$ cat config.mk
export PLATFORM = sky130hd
export DESIGN_NAME = core_idle_state_coordinator_core_flat
export DESIGN_NICKNAME = d
export VERILOG_FILES = /design/src/design/cisc_pkg.sv /design/src/design/cisc_req_if.sv /design/src/design/cisc_rsp_if.sv /design/src/design/cisc_cfg.sv /design/src/design/cisc_row_mem.sv /design/src/design/cisc_step.sv /design/src/design/core_idle_state_coordinator_core.sv /design/src/flat_wrapper.sv
export SDC_FILE = /design/constraint.sdc
export NUM_CORES = 1
export LEC_CHECK = 0
export ABC_AREA = 1
export BUFFER_PORTS_ARGS = -buffer_cell sky130_fd_sc_hd__buf_2
export CAP_MARGIN = 20
export CORE_MARGIN = 3
export CORE_UTILIZATION = 55
export CTS_CLUSTER_SIZE = 16
export DETAILED_ROUTE_END_ITERATION = 16
export PLACE_DENSITY = 0.7
export SETUP_SLACK_MARGIN = 0.4
export SLEW_MARGIN = 20
export SYNTH_ARGS = -nofsm -noshare
export SYNTH_HDL_FRONTEND = slang
export SYNTH_HIERARCHICAL = 1
export SYNTH_SLANG_ARGS = --single-unit
$ cat constraint.sdc
create_clock -name i_clk -period 17.4 [get_ports i_clk]
set_input_delay 3.48 -clock i_clk [delete_from_list [all_inputs] [get_ports i_clk]]
set_output_delay 3.48 -clock i_clk [all_outputs]
set_load 0.02 [all_outputs]
$ cat src/design/cisc_pkg.sv
// Shared types, constants and codes of the core idle-state coordinator.
package cisc_pkg;

    // Default structural sizes
    localparam int unsigned THREADS_PER_CORE_DEF = 4;
    localparam int unsigned NUM_THREADS_DEF      = 256;

    // Request type codes
    localparam logic [1:0] REQ_SLEEP = 2'd0;
    localparam logic [1:0] REQ_WAKE  = 2'd1;
    localparam logic [1:0] REQ_QUERY = 2'd2;

    // Configuration register indexes
    localparam logic [2:0] CFG_VALID_MASK = 3'd0;
    localparam logic [2:0] CFG_LAT_D2     = 3'd1;
    localparam logic [2:0] CFG_LAT_D3     = 3'd2;
    localparam logic [2:0] CFG_LAT_D4     = 3'd3;
    localparam logic [2:0] CFG_LAT_D5     = 3'd4;
    localparam logic [2:0] CFG_LAT_D6     = 3'd5;

    // Depth values with a fixed meaning
    localparam logic [2:0] DEPTH_RUN       = 3'd0;
    localparam logic [2:0] DEPTH_SHALLOW   = 3'd1;
    localparam logic [2:0] DEPTH_FLAG_SET  = 3'd6;
    localparam logic [2:0] DEPTH_NONE      = 3'd7;

    localparam logic [6:0] VALID_MASK_RST = 7'h7F;

    // Configuration as seen by the step logic
    typedef struct packed {
        logic [6:0]       valid_depth_mask;
        logic [4:0][31:0] exit_lat;          // index 0 is depth 2
    } t_cfg;

    // One result item
    typedef struct packed {
        logic [2:0]  prev_depth;
        logic [2:0]  core_depth;
        logic        sleep_flag;
        logic [31:0] wake_lat;
        logic        leads_wakeup;
        logic        bad_depth;
    } t_rsp;

endpackage

$ cat src/design/cisc_req_if.sv
// Request channel: valid/ready handshake carrying one request item.
interface cisc_req_if;
    logic       valid;
    logic       ready;
    logic [1:0] req_type;
    logic [7:0] thread_id;
    logic [2:0] depth;

    modport source (output valid, output req_type, output thread_id, output depth,
                    input ready);
    modport sink   (input valid, input req_type, input thread_id, input depth,
                    output ready);
endinterface

$ cat src/design/cisc_rsp_if.sv
// Result channel: valid/ready handshake carrying one result item.
interface cisc_rsp_if;
    logic        valid;
    logic        ready;
    logic [2:0]  prev_depth;
    logic [2:0]  core_depth;
    logic        sleep_flag;
    logic [31:0] wake_lat;
    logic        leads_wakeup;
    logic        bad_depth;

    modport source (output valid, output prev_depth, output core_depth,
                    output sleep_flag, output wake_lat, output leads_wakeup,
                    output bad_depth, input ready);
    modport sink   (input valid, input prev_depth, input core_depth,
                    input sleep_flag, input wake_lat, input leads_wakeup,
                    input bad_depth, output ready);
endinterface

$ cat src/design/cisc_cfg.sv
// Configuration register bank: depth mask and per-depth exit latencies.
module cisc_cfg (
    input  logic              i_clk,
    input  logic              i_rst_n,
    input  logic              i_cfg_we,
    input  logic [2:0]        i_cfg_idx,
    input  logic [31:0]       i_cfg_data,
    output cisc_pkg::t_cfg    o_cfg
);

    cisc_pkg::t_cfg r_cfg;

    // Register writes; indexes beyond the list are dropped
    always_ff @(posedge i_clk) begin
        if (!i_rst_n) begin
            r_cfg.valid_depth_mask <= cisc_pkg::VALID_MASK_RST;
            r_cfg.exit_lat         <= '0;
        end else if (i_cfg_we) begin
            unique case (i_cfg_idx)
                cisc_pkg::CFG_VALID_MASK: r_cfg.valid_depth_mask <= i_cfg_data[6:0];
                cisc_pkg::CFG_LAT_D2:     r_cfg.exit_lat[0]      <= i_cfg_data;
                cisc_pkg::CFG_LAT_D3:     r_cfg.exit_lat[1]      <= i_cfg_data;
                cisc_pkg::CFG_LAT_D4:     r_cfg.exit_lat[2]      <= i_cfg_data;
                cisc_pkg::CFG_LAT_D5:     r_cfg.exit_lat[3]      <= i_cfg_data;
                cisc_pkg::CFG_LAT_D6:     r_cfg.exit_lat[4]      <= i_cfg_data;
                default: ;
            endcase
        end
    end

    assign o_cfg = r_cfg;

endmodule

$ cat src/design/cisc_row_mem.sv
// Per-core row memory (thread depths and sleep flag) with clearing pass
// after reset and write-to-read forwarding.
module cisc_row_mem #(
    parameter int unsigned DEPTH  = 64,
    parameter int unsigned ROW_W  = 13,
    parameter int unsigned ADDR_W = 6
) (
    input  logic              i_clk,
    input  logic              i_rst_n,
    input  logic              i_we,
    input  logic [ADDR_W-1:0] i_waddr,
    input  logic [ROW_W-1:0]  i_wdata,
    input  logic              i_re,
    input  logic [ADDR_W-1:0] i_raddr,
    output logic [ROW_W-1:0]  o_rdata,
    output logic              o_busy
);

    logic [ROW_W-1:0]  r_mem [DEPTH];
    logic [ROW_W-1:0]  r_rdata;
    logic              r_clr_busy;
    logic [ADDR_W-1:0] r_clr_addr;

    logic              wr_en;
    logic [ADDR_W-1:0] wr_addr;
    logic [ROW_W-1:0]  wr_data;

    // Clearing pass: one row a cycle from reset until the last row
    always_ff @(posedge i_clk) begin
        if (!i_rst_n) begin
            r_clr_busy <= 1'b1;
            r_clr_addr <= '0;
        end else if (r_clr_busy) begin
            if (r_clr_addr == ADDR_W'(DEPTH - 1)) begin
                r_clr_busy <= 1'b0;
            end
            r_clr_addr <= r_clr_addr + ADDR_W'(1);
        end
    end

    // Write port shared between clearing pass and updates
    always_comb begin
        wr_en   = r_clr_busy | i_we;
        wr_addr = r_clr_busy ? r_clr_addr : i_waddr;
        wr_data = r_clr_busy ? '0 : i_wdata;
    end

    always_ff @(posedge i_clk) begin
        if (wr_en) begin
            r_mem[wr_addr] <= wr_data;
        end
    end

    // Registered read; a row written at the same edge is forwarded
    always_ff @(posedge i_clk) begin
        if (i_re) begin
            if (i_we && (i_waddr == i_raddr)) begin
                r_rdata <= i_wdata;
            end else begin
                r_rdata <= r_mem[i_raddr];
            end
        end
    end

    assign o_rdata = r_rdata;
    assign o_busy  = r_clr_busy;

endmodule

$ cat src/design/cisc_step.sv
// Step logic: one request against one core row, giving result and new row.
module cisc_step #(
    parameter int unsigned THREADS_PER_CORE = cisc_pkg::THREADS_PER_CORE_DEF,
    parameter int unsigned NUM_THREADS      = cisc_pkg::NUM_THREADS_DEF,
    parameter int unsigned CORE_W           = 6,
    parameter int unsigned LANE_W           = 2,
    parameter int unsigned ROW_W            = 3 * THREADS_PER_CORE + 1
) (
    input  logic [1:0]        i_req_type,
    input  logic              i_in_range,
    input  logic [CORE_W-1:0] i_core,
    input  logic [LANE_W-1:0] i_lane,
    input  logic [2:0]        i_depth,
    input  logic [ROW_W-1:0]  i_row,
    input  cisc_pkg::t_cfg    i_cfg,
    output cisc_pkg::t_rsp    o_rsp,
    output logic [ROW_W-1:0]  o_row,
    output logic              o_wr
);

    logic [2:0]            d_old [THREADS_PER_CORE];
    logic [2:0]            d_new [THREADS_PER_CORE];
    logic [THREADS_PER_CORE-1:0] lane_ok;
    logic [11:0]           base;
    logic [2:0]            min_old;
    logic [2:0]            min_new;
    logic [2:0]            prev;
    logic                  flag;
    logic [7:0]            mask8;
    logic                  mask_bit;

    // Unpack the row and mark lanes that map to real threads
    always_comb begin
        base = 12'(i_core) * 12'(THREADS_PER_CORE);
        for (int i = 0; i < THREADS_PER_CORE; i++) begin
            d_old[i]   = i_row[3*i +: 3];
            lane_ok[i] = (base + 12'(i)) < 12'(NUM_THREADS);
        end
        prev     = d_old[i_lane];
        mask8    = {1'b0, i_cfg.valid_depth_mask};
        mask_bit = mask8[i_depth];
    end

    // New depths for this request
    always_comb begin
        for (int i = 0; i < THREADS_PER_CORE; i++) begin
            d_new[i] = d_old[i];
        end
        if (i_req_type == cisc_pkg::REQ_SLEEP) begin
            if (i_depth > cisc_pkg::DEPTH_SHALLOW && mask_bit) begin
                d_new[i_lane] = i_depth;
            end
        end else if (i_req_type == cisc_pkg::REQ_WAKE) begin
            d_new[i_lane] = cisc_pkg::DEPTH_RUN;
        end
    end

    // Core minimum before and after the update
    always_comb begin
        min_old = cisc_pkg::DEPTH_NONE;
        min_new = cisc_pkg::DEPTH_NONE;
        for (int i = 0; i < THREADS_PER_CORE; i++) begin
            if (lane_ok[i] && d_old[i] < min_old) begin
                min_old = d_old[i];
            end
            if (lane_ok[i] && d_new[i] < min_new) begin
                min_new = d_new[i];
            end
        end
    end

    // Result fields and sleep flag
    always_comb begin
        o_rsp = '0;
        flag  = i_row[ROW_W-1];
        if (i_in_range) begin
            case (i_req_type)
                cisc_pkg::REQ_SLEEP: begin
                    if (i_depth > cisc_pkg::DEPTH_SHALLOW) begin
                        if (!mask_bit) begin
                            o_rsp.bad_depth = 1'b1;
                        end else if (min_new > cisc_pkg::DEPTH_RUN) begin
                            flag = 1'b1;
                        end
                    end
                end
                cisc_pkg::REQ_WAKE: begin
                    if (prev > cisc_pkg::DEPTH_SHALLOW && min_old > cisc_pkg::DEPTH_SHALLOW) begin
                        o_rsp.leads_wakeup = 1'b1;
                        flag               = 1'b0;
                        case (min_old)
                            3'd2:    o_rsp.wake_lat = i_cfg.exit_lat[0];
                            3'd3:    o_rsp.wake_lat = i_cfg.exit_lat[1];
                            3'd4:    o_rsp.wake_lat = i_cfg.exit_lat[2];
                            3'd5:    o_rsp.wake_lat = i_cfg.exit_lat[3];
                            3'd6:    o_rsp.wake_lat = i_cfg.exit_lat[4];
                            default: o_rsp.wake_lat = '0;
                        endcase
                    end
                end
                cisc_pkg::REQ_QUERY: begin
                    o_rsp.core_depth = flag ? cisc_pkg::DEPTH_FLAG_SET : min_old;
                end
                default: ;
            endcase
            o_rsp.prev_depth = prev;
            o_rsp.sleep_flag = flag;
        end
    end

    // Repack the row for write-back
    always_comb begin
        o_row[ROW_W-1] = flag;
        for (int i = 0; i < THREADS_PER_CORE; i++) begin
            o_row[3*i +: 3] = d_new[i];
        end
        o_wr = i_in_range && (i_req_type == cisc_pkg::REQ_SLEEP ||
                              i_req_type == cisc_pkg::REQ_WAKE);
    end

endmodule

$ cat src/design/core_idle_state_coordinator_core.sv
// Top level of the core idle-state coordinator.
//
// Requests (sleep, wakeup, query) arrive on i_req and each gives exactly one
// result item on o_rsp; both are valid/ready channels. Registers are written
// through i_cfg_we / i_cfg_idx / i_cfg_data; the user must write them only
// while the block is idle, which the block does not enforce. Threads are
// grouped by THREADS_PER_CORE; each core keeps one memory row holding the
// depths of its threads and its sleep flag. An item is registered in the
// row-read stage, then its result in the result register. Throughput: one item
// per cycle while o_rsp is not stalled, set by the read-modify-write of one
// core row; a row written at an edge is forwarded to an item reading it at
// that same edge. Reset: after i_rst_n is released the row memory is cleared
// one row a cycle, all NUM_CORES rows (64 at the defaults); i_req.ready stays
// low during that pass while configuration writes are taken as usual. Stall:
// when o_rsp is held the result register keeps its item, the item in the
// row-read stage waits behind it, and i_req.ready drops once both are full.
module core_idle_state_coordinator_core #(
    parameter int unsigned THREADS_PER_CORE = cisc_pkg::THREADS_PER_CORE_DEF,
    parameter int unsigned NUM_THREADS      = cisc_pkg::NUM_THREADS_DEF
) (
    input  logic        i_clk,
    input  logic        i_rst_n,
    cisc_req_if.sink    i_req,
    cisc_rsp_if.source  o_rsp,
    input  logic        i_cfg_we,
    input  logic [2:0]  i_cfg_idx,
    input  logic [31:0] i_cfg_data
);

    localparam int unsigned NUM_CORES = (NUM_THREADS + THREADS_PER_CORE - 1) / THREADS_PER_CORE;
    localparam int unsigned CORE_W    = (NUM_CORES > 1) ? $clog2(NUM_CORES) : 1;
    localparam int unsigned LANE_W    = (THREADS_PER_CORE > 1) ? $clog2(THREADS_PER_CORE) : 1;
    localparam int unsigned ROW_W     = 3 * THREADS_PER_CORE + 1;
    localparam int unsigned RECIP_SH  = 16;
    localparam int unsigned RECIP     = ((1 << RECIP_SH) + THREADS_PER_CORE - 1) / THREADS_PER_CORE;

    cisc_pkg::t_cfg     cfg;
    cisc_pkg::t_rsp     step_rsp;
    logic [ROW_W-1:0]   step_row;
    logic               step_wr;
    logic [ROW_W-1:0]   mem_rdata;
    logic               mem_busy;

    logic [24:0]        div_prod;
    logic [7:0]         in_core8;
    logic [10:0]        in_base;
    logic [7:0]         in_lane8;
    logic [CORE_W+7:0]  in_core_ext;
    logic [CORE_W-1:0]  in_core;
    logic               in_range;
    logic               in_ready;
    logic               in_acc;
    logic               a_adv;

    // Row-read stage registers
    logic               r_a_v;
    logic [1:0]         r_a_req;
    logic               r_a_range;
    logic [CORE_W-1:0]  r_a_core;
    logic [LANE_W-1:0]  r_a_lane;
    logic [2:0]         r_a_dep;

    // Result register
    logic               r_o_v;
    cisc_pkg::t_rsp     r_o_rsp;

    cisc_cfg u_cfg (
        .i_clk      (i_clk),
        .i_rst_n    (i_rst_n),
        .i_cfg_we   (i_cfg_we),
        .i_cfg_idx  (i_cfg_idx),
        .i_cfg_data (i_cfg_data),
        .o_cfg      (cfg)
    );

    // Core and lane of the incoming thread: divide by reciprocal multiply
    always_comb begin
        div_prod    = 25'(i_req.thread_id) * 25'(RECIP);
        in_core8    = div_prod[RECIP_SH +: 8];
        in_base     = 11'(in_core8) * 11'(THREADS_PER_CORE);
        in_lane8    = i_req.thread_id - in_base[7:0];
        in_core_ext = {{CORE_W{1'b0}}, in_core8};
        in_range    = {3'b000, i_req.thread_id} < 11'(NUM_THREADS);
        in_core     = in_range ? in_core_ext[CORE_W-1:0] : '0;
    end

    // Handshake control
    assign a_adv       = r_a_v && (!r_o_v || o_rsp.ready);
    assign in_ready    = !mem_busy && (!r_a_v || a_adv);
    assign in_acc      = i_req.valid && in_ready;
    assign i_req.ready = in_ready;

    cisc_row_mem #(
        .DEPTH  (NUM_CORES),
        .ROW_W  (ROW_W),
        .ADDR_W (CORE_W)
    ) u_mem (
        .i_clk   (i_clk),
        .i_rst_n (i_rst_n),
        .i_we    (a_adv && step_wr),
        .i_waddr (r_a_core),
        .i_wdata (step_row),
        .i_re    (in_acc),
        .i_raddr (in_core),
        .o_rdata (mem_rdata),
        .o_busy  (mem_busy)
    );

    // Row-read stage
    always_ff @(posedge i_clk) begin
        if (!i_rst_n) begin
            r_a_v <= 1'b0;
        end else if (in_ready) begin
            r_a_v <= i_req.valid;
        end
    end

    always_ff @(posedge i_clk) begin
        if (in_acc) begin
            r_a_req   <= i_req.req_type;
            r_a_range <= in_range;
            r_a_core  <= in_core;
            r_a_lane  <= in_lane8[LANE_W-1:0];
            r_a_dep   <= i_req.depth;
        end
    end

    cisc_step #(
        .THREADS_PER_CORE (THREADS_PER_CORE),
        .NUM_THREADS      (NUM_THREADS),
        .CORE_W           (CORE_W),
        .LANE_W           (LANE_W),
        .ROW_W            (ROW_W)
    ) u_step (
        .i_req_type (r_a_req),
        .i_in_range (r_a_range),
        .i_core     (r_a_core),
        .i_lane     (r_a_lane),
        .i_depth    (r_a_dep),
        .i_row      (mem_rdata),
        .i_cfg      (cfg),
        .o_rsp      (step_rsp),
        .o_row      (step_row),
        .o_wr       (step_wr)
    );

    // Result register
    always_ff @(posedge i_clk) begin
        if (!i_rst_n) begin
            r_o_v <= 1'b0;
        end else if (a_adv) begin
            r_o_v <= 1'b1;
        end else if (o_rsp.ready) begin
            r_o_v <= 1'b0;
        end
    end

    always_ff @(posedge i_clk) begin
        if (a_adv) begin
            r_o_rsp <= step_rsp;
        end
    end

    assign o_rsp.valid        = r_o_v;
    assign o_rsp.prev_depth   = r_o_rsp.prev_depth;
    assign o_rsp.core_depth   = r_o_rsp.core_depth;
    assign o_rsp.sleep_flag   = r_o_rsp.sleep_flag;
    assign o_rsp.wake_lat     = r_o_rsp.wake_lat;
    assign o_rsp.leads_wakeup = r_o_rsp.leads_wakeup;
    assign o_rsp.bad_depth    = r_o_rsp.bad_depth;

endmodule

$ cat src/flat_wrapper.sv
// flat-port wrapper written by rule: the top's interface ports become plain ports
module core_idle_state_coordinator_core_flat 
#(
    parameter int unsigned THREADS_PER_CORE = cisc_pkg::THREADS_PER_CORE_DEF,
    parameter int unsigned NUM_THREADS      = cisc_pkg::NUM_THREADS_DEF
)
  (i_clk, i_rst_n, i_cfg_we, i_cfg_idx, i_cfg_data, i_req_valid, i_req_req_type, i_req_thread_id, i_req_depth, i_req_ready, o_rsp_valid, o_rsp_prev_depth, o_rsp_core_depth, o_rsp_sleep_flag, o_rsp_wake_lat, o_rsp_leads_wakeup, o_rsp_bad_depth, o_rsp_ready);
  cisc_req_if i_req_i ();
  cisc_rsp_if o_rsp_i ();
  input  logic i_clk;
  input  logic i_rst_n;
  input  logic i_cfg_we;
  input  logic [2:0] i_cfg_idx;
  input  logic [31:0] i_cfg_data;
  input wire logic [$bits(i_req_i.valid)-1:0] i_req_valid;
  input wire logic [$bits(i_req_i.req_type)-1:0] i_req_req_type;
  input wire logic [$bits(i_req_i.thread_id)-1:0] i_req_thread_id;
  input wire logic [$bits(i_req_i.depth)-1:0] i_req_depth;
  output wire logic [$bits(i_req_i.ready)-1:0] i_req_ready;
  output wire logic [$bits(o_rsp_i.valid)-1:0] o_rsp_valid;
  output wire logic [$bits(o_rsp_i.prev_depth)-1:0] o_rsp_prev_depth;
  output wire logic [$bits(o_rsp_i.core_depth)-1:0] o_rsp_core_depth;
  output wire logic [$bits(o_rsp_i.sleep_flag)-1:0] o_rsp_sleep_flag;
  output wire logic [$bits(o_rsp_i.wake_lat)-1:0] o_rsp_wake_lat;
  output wire logic [$bits(o_rsp_i.leads_wakeup)-1:0] o_rsp_leads_wakeup;
  output wire logic [$bits(o_rsp_i.bad_depth)-1:0] o_rsp_bad_depth;
  input wire logic [$bits(o_rsp_i.ready)-1:0] o_rsp_ready;
  assign i_req_i.valid = i_req_valid;
  assign i_req_i.req_type = i_req_req_type;
  assign i_req_i.thread_id = i_req_thread_id;
  assign i_req_i.depth = i_req_depth;
  assign i_req_ready = i_req_i.ready;
  assign o_rsp_valid = o_rsp_i.valid;
  assign o_rsp_prev_depth = o_rsp_i.prev_depth;
  assign o_rsp_core_depth = o_rsp_i.core_depth;
  assign o_rsp_sleep_flag = o_rsp_i.sleep_flag;
  assign o_rsp_wake_lat = o_rsp_i.wake_lat;
  assign o_rsp_leads_wakeup = o_rsp_i.leads_wakeup;
  assign o_rsp_bad_depth = o_rsp_i.bad_depth;
  assign o_rsp_i.ready = o_rsp_ready;
  core_idle_state_coordinator_core #(.THREADS_PER_CORE(THREADS_PER_CORE), .NUM_THREADS(NUM_THREADS)) u_core (.i_clk(i_clk), .i_rst_n(i_rst_n), .i_req(i_req_i), .o_rsp(o_rsp_i), .i_cfg_we(i_cfg_we), .i_cfg_idx(i_cfg_idx), .i_cfg_data(i_cfg_data));
endmodule
==> results.toml <==
[clock_network]
htree_levels = 3
ctsResizeCount = 0
clk_pin_slew_ns = 0.06
cts-root-buf = "clkbuf_16"
cts_buffer_depth = 3
cts_hold_buf = 0
tritoncts = "yes"
clock_latency_ns = 0.68
cts_buffers = 109
post-cts-setup-buffers = 0
cts.sinks = 1075

[setup_path]
critical-path-top-delay-family = "buffers and inverters"
timing.rr.end = "u_core/u_mem/r_mem[46][12]$_DFFE_PP_"
r2r_start = "u_core/r_a_dep[1]$_DFFE_PP_"
cp_max_fo = 2
crit_chain = "buf_2 > inv_1 > nand3_1 > nand2_1 > inv_1 > buf_2"
crit_arrival_ns = 3.99
cp-startpoint = "o_rsp_ready"
slowest_delay_ns = 0.15
critPathKind = "primary input to output pin"
reg2reg_slack_ns = 11.44
crit_path_end = "i_req_ready"
critPathCaptureType = "output pin"
cp-start-kind = "primary input"
rr_worst_depth = 31
crit_slowest_cell = "buf_2"
critical_path_required_ns = 13.92
cp.buffers_inverters = 4
worst-path-stages = 6

[layout]
nFillCells = 6659
num-nets-final = 4650
seq_area_um2 = 30500
instances_no_fill = 5739
syn_to_final_growth_pct = 10.5
final_util_pct = 61.7
layout-drive-gt1-share_pct = 9.32
multi_input_area_um2 = 13700

[hold_path]
hold_class = "flip-flop to flip-flop"

[timing]
finalSetupViolations = 0
min_period_ns = 7.47
worst_pin_slew_ns = 1.17
setup-tns-final_ns = 0
finalHoldViolCount = 0
rsz0062_at_grt = "false"
slew_viol_final = 0
skew_ns = 0.0278
period_share_pct = 43.0
whs_ns = 0.467
relSlewSlack_pct = 21.8
fmax_mhz = 134

[status]
status = "complete, no violations"

[place]
place.gp.congestion = 0.884
port-buffer-count = 95
dp_hpwl_mm = 65.6
placed_cells = 5537

[route]
wl_per_cell_um = 21.3
viasPerCell = 5.92
drtPass1Iterations = 6
vias = 33953
drcViolationCount = 0
ant_nets = 0
drtIter0Drc = 4113
totalWireLength_mm = 122

[power]
max-vdd-ir-drop_mv = 0.0877
p_total_uw = 5320
power.density_nw_per_um2 = 104
leakage_uw = 0.0191

[die]
rows = 105
dieArea_um2 = 87300
die_h_um = 296
ios = 96
initial_core_util_pct = 55.9
die_w_um = 296
fp.coreArea_um2 = 82500

[logic_synthesis]
netlist_instances = 4574
yosys.area.top_type_share_pct = 58.6
syn_area_per_cell_um2 = 10.1
synth_common_cells = "1,248 x nand2_1, 973 x nand3_1, 899 x edfxtp_1"
synth_edf_count = 899
ys_ff_latch = 1075
synth_top_cells_by_area = "edfxtp_1 59%, nand3_1 11%, nand2_1 10%, dfxtp_1 7.6%, nor2_1 4.1%"
synth.distinct_cells = 49
yosysWarnings = 6
synthArstFlopShare_pct = 0
mappedNetlistArea_um2 = 46100
yosys.area.top_type = "edfxtp_1"
synth_most_common_cell = "nand2_1"
ys_seq_area_share_pct = 66.2
yosys_most_used_dff = "edfxtp_1"

[flow_run]
cap_viol_max_count = 0

[grt]
grt_use_total_pct = 27.6
gr-total-overflow = 0
grt_max_degree = 210
first_global_vias = 31233
antenna_found_initial = 0
grt_pass1_wl_mm = 185
## how the worst min path moves through the flow
stage / from / endpoint / slack (ns) / cells past startpoint
3_3_place_gp: u_core/u_cfg/o_cfg[163]$_SDFFE_PN1P_ / u_core/u_cfg/o_cfg[163]$_SDFFE_PN1P_ / 0.46 / 2
3_5_place_dp: u_core/u_cfg/o_cfg[164]$_SDFFE_PN1P_ / u_core/u_cfg/o_cfg[164]$_SDFFE_PN1P_ / 0.46 / 2
6_report: u_core/u_cfg/o_cfg[164]$_SDFFE_PN1P_ / u_core/u_cfg/o_cfg[164]$_SDFFE_PN1P_ / 0.47 / 2
4_1_cts: u_core/u_cfg/o_cfg[164]$_SDFFE_PN1P_ / u_core/u_cfg/o_cfg[164]$_SDFFE_PN1P_ / 0.47 / 2
5_1_grt: u_core/u_cfg/o_cfg[164]$_SDFFE_PN1P_ / u_core/u_cfg/o_cfg[164]$_SDFFE_PN1P_ / 0.49 / 2
2_1_floorplan: u_core/u_cfg/o_cfg[160]$_SDFFE_PN1P_ / u_core/u_cfg/o_cfg[160]$_SDFFE_PN1P_ / 0.44 / 2
## registers in the layout (all words and copies together) (netlist names), 2 cells and up
signal and flops:
u_core/r_a_dep 3, u_core/u_mem/r_mem 832, u_core/r_a_core 6, u_core/r_a_lane 2, u_core/u_mem/r_clr_addr 6, u_core/o_rsp.core_depth 3
u_core/r_a_req 2, u_core/u_mem/o_rdata 13, u_core/u_cfg/o_cfg 167, u_core/o_rsp.prev_depth 3, u_core/o_rsp.wake_lat 32
## metal layers
| layer | global-route usage (%) | routed length, um | vias to the layer above |
|---|---|---|---|
| li1 | - | - | 15747 |
| met1 | 39.5 | 50200 | 16261 |
| met2 | 43.3 | 56400 | 1744 |
| met3 | 5.40 | 12700 | 201 |
| met4 | 8.30 | 3170 | 0 |
| met5 | 0 | 0 | - |
## stage by stage
step                      setup WS (ns)  instance area (um2)
final                              9.93                50900
after global routing               9.87                50900
after CTS                          9.92                50900
after detailed placement           9.92                47500
after global placement             9.91                47400
after floorplan                   10.15                46100
## worst min-delay path: cells and delay by family (launching register included)
family,cells,cell delay [ns]
simple gates,2,0.11
flops,1,0.32
## power breakdown
group          leakage (uW)  internal (uW)  total [uW]  switching (uW)
combinational       0.00823           79.0         296             217
sequential          0.00916           2780        2790            8.96
clock               0.00168           1280        2230             951
total                0.0191           4140        5320            1180
## kinds of logic after synthesis
| kind of cell | Yosys count | share of synthesized area (%) |
|---|---|---|
| flops | 1075 | 66.2 |
| fa+ha+maj | 18 | 0.489 |
| simple gates | 2904 | 27.4 |
| xor+xnor | 2 | 0.0380 |
| compound gates | 100 | 1.30 |
| other cells | 1 | 0.00813 |
| buf+inv | 474 | 4.57 |
## cells in the final DEF, fill, tap and decap left out, types with 7 or more instances in the layout
master / instances
ha_1: 17
nor3_1: 7
o21ai_1: 7
nand3_1: 973
buf_2: 91
dfxtp_1: 175
o21ai_0: 48
nor2_2: 22
clkbuf_1: 30
nand2_1: 1248
clkbuf_8: 8
nor2_1: 471
clkinv_2: 22
edfxtp_1: 899
nand2_2: 8
nor2_4: 18
clkinv_1: 19
inv_2: 11
clkbuf_16: 114
nand4_1: 136
buf_4: 92
nor4_2: 8
inv_1: 158
a21oi_1: 17
## layout make-up
type | count | share of cell area, %
Sequential cell | 1075 | 59.9
Multi-Input combinational cell | 3026 | 26.9
Clock buffer | 152 | 6.02
Tap cell | 1070 | 2.63
Timing Repair Buffer | 191 | 2.51
Inverter | 176 | 1.33
Clock inverter | 48 | 0.686
Antenna cell | 1 | 0.00491
Power figures use the tool's default switching activity.
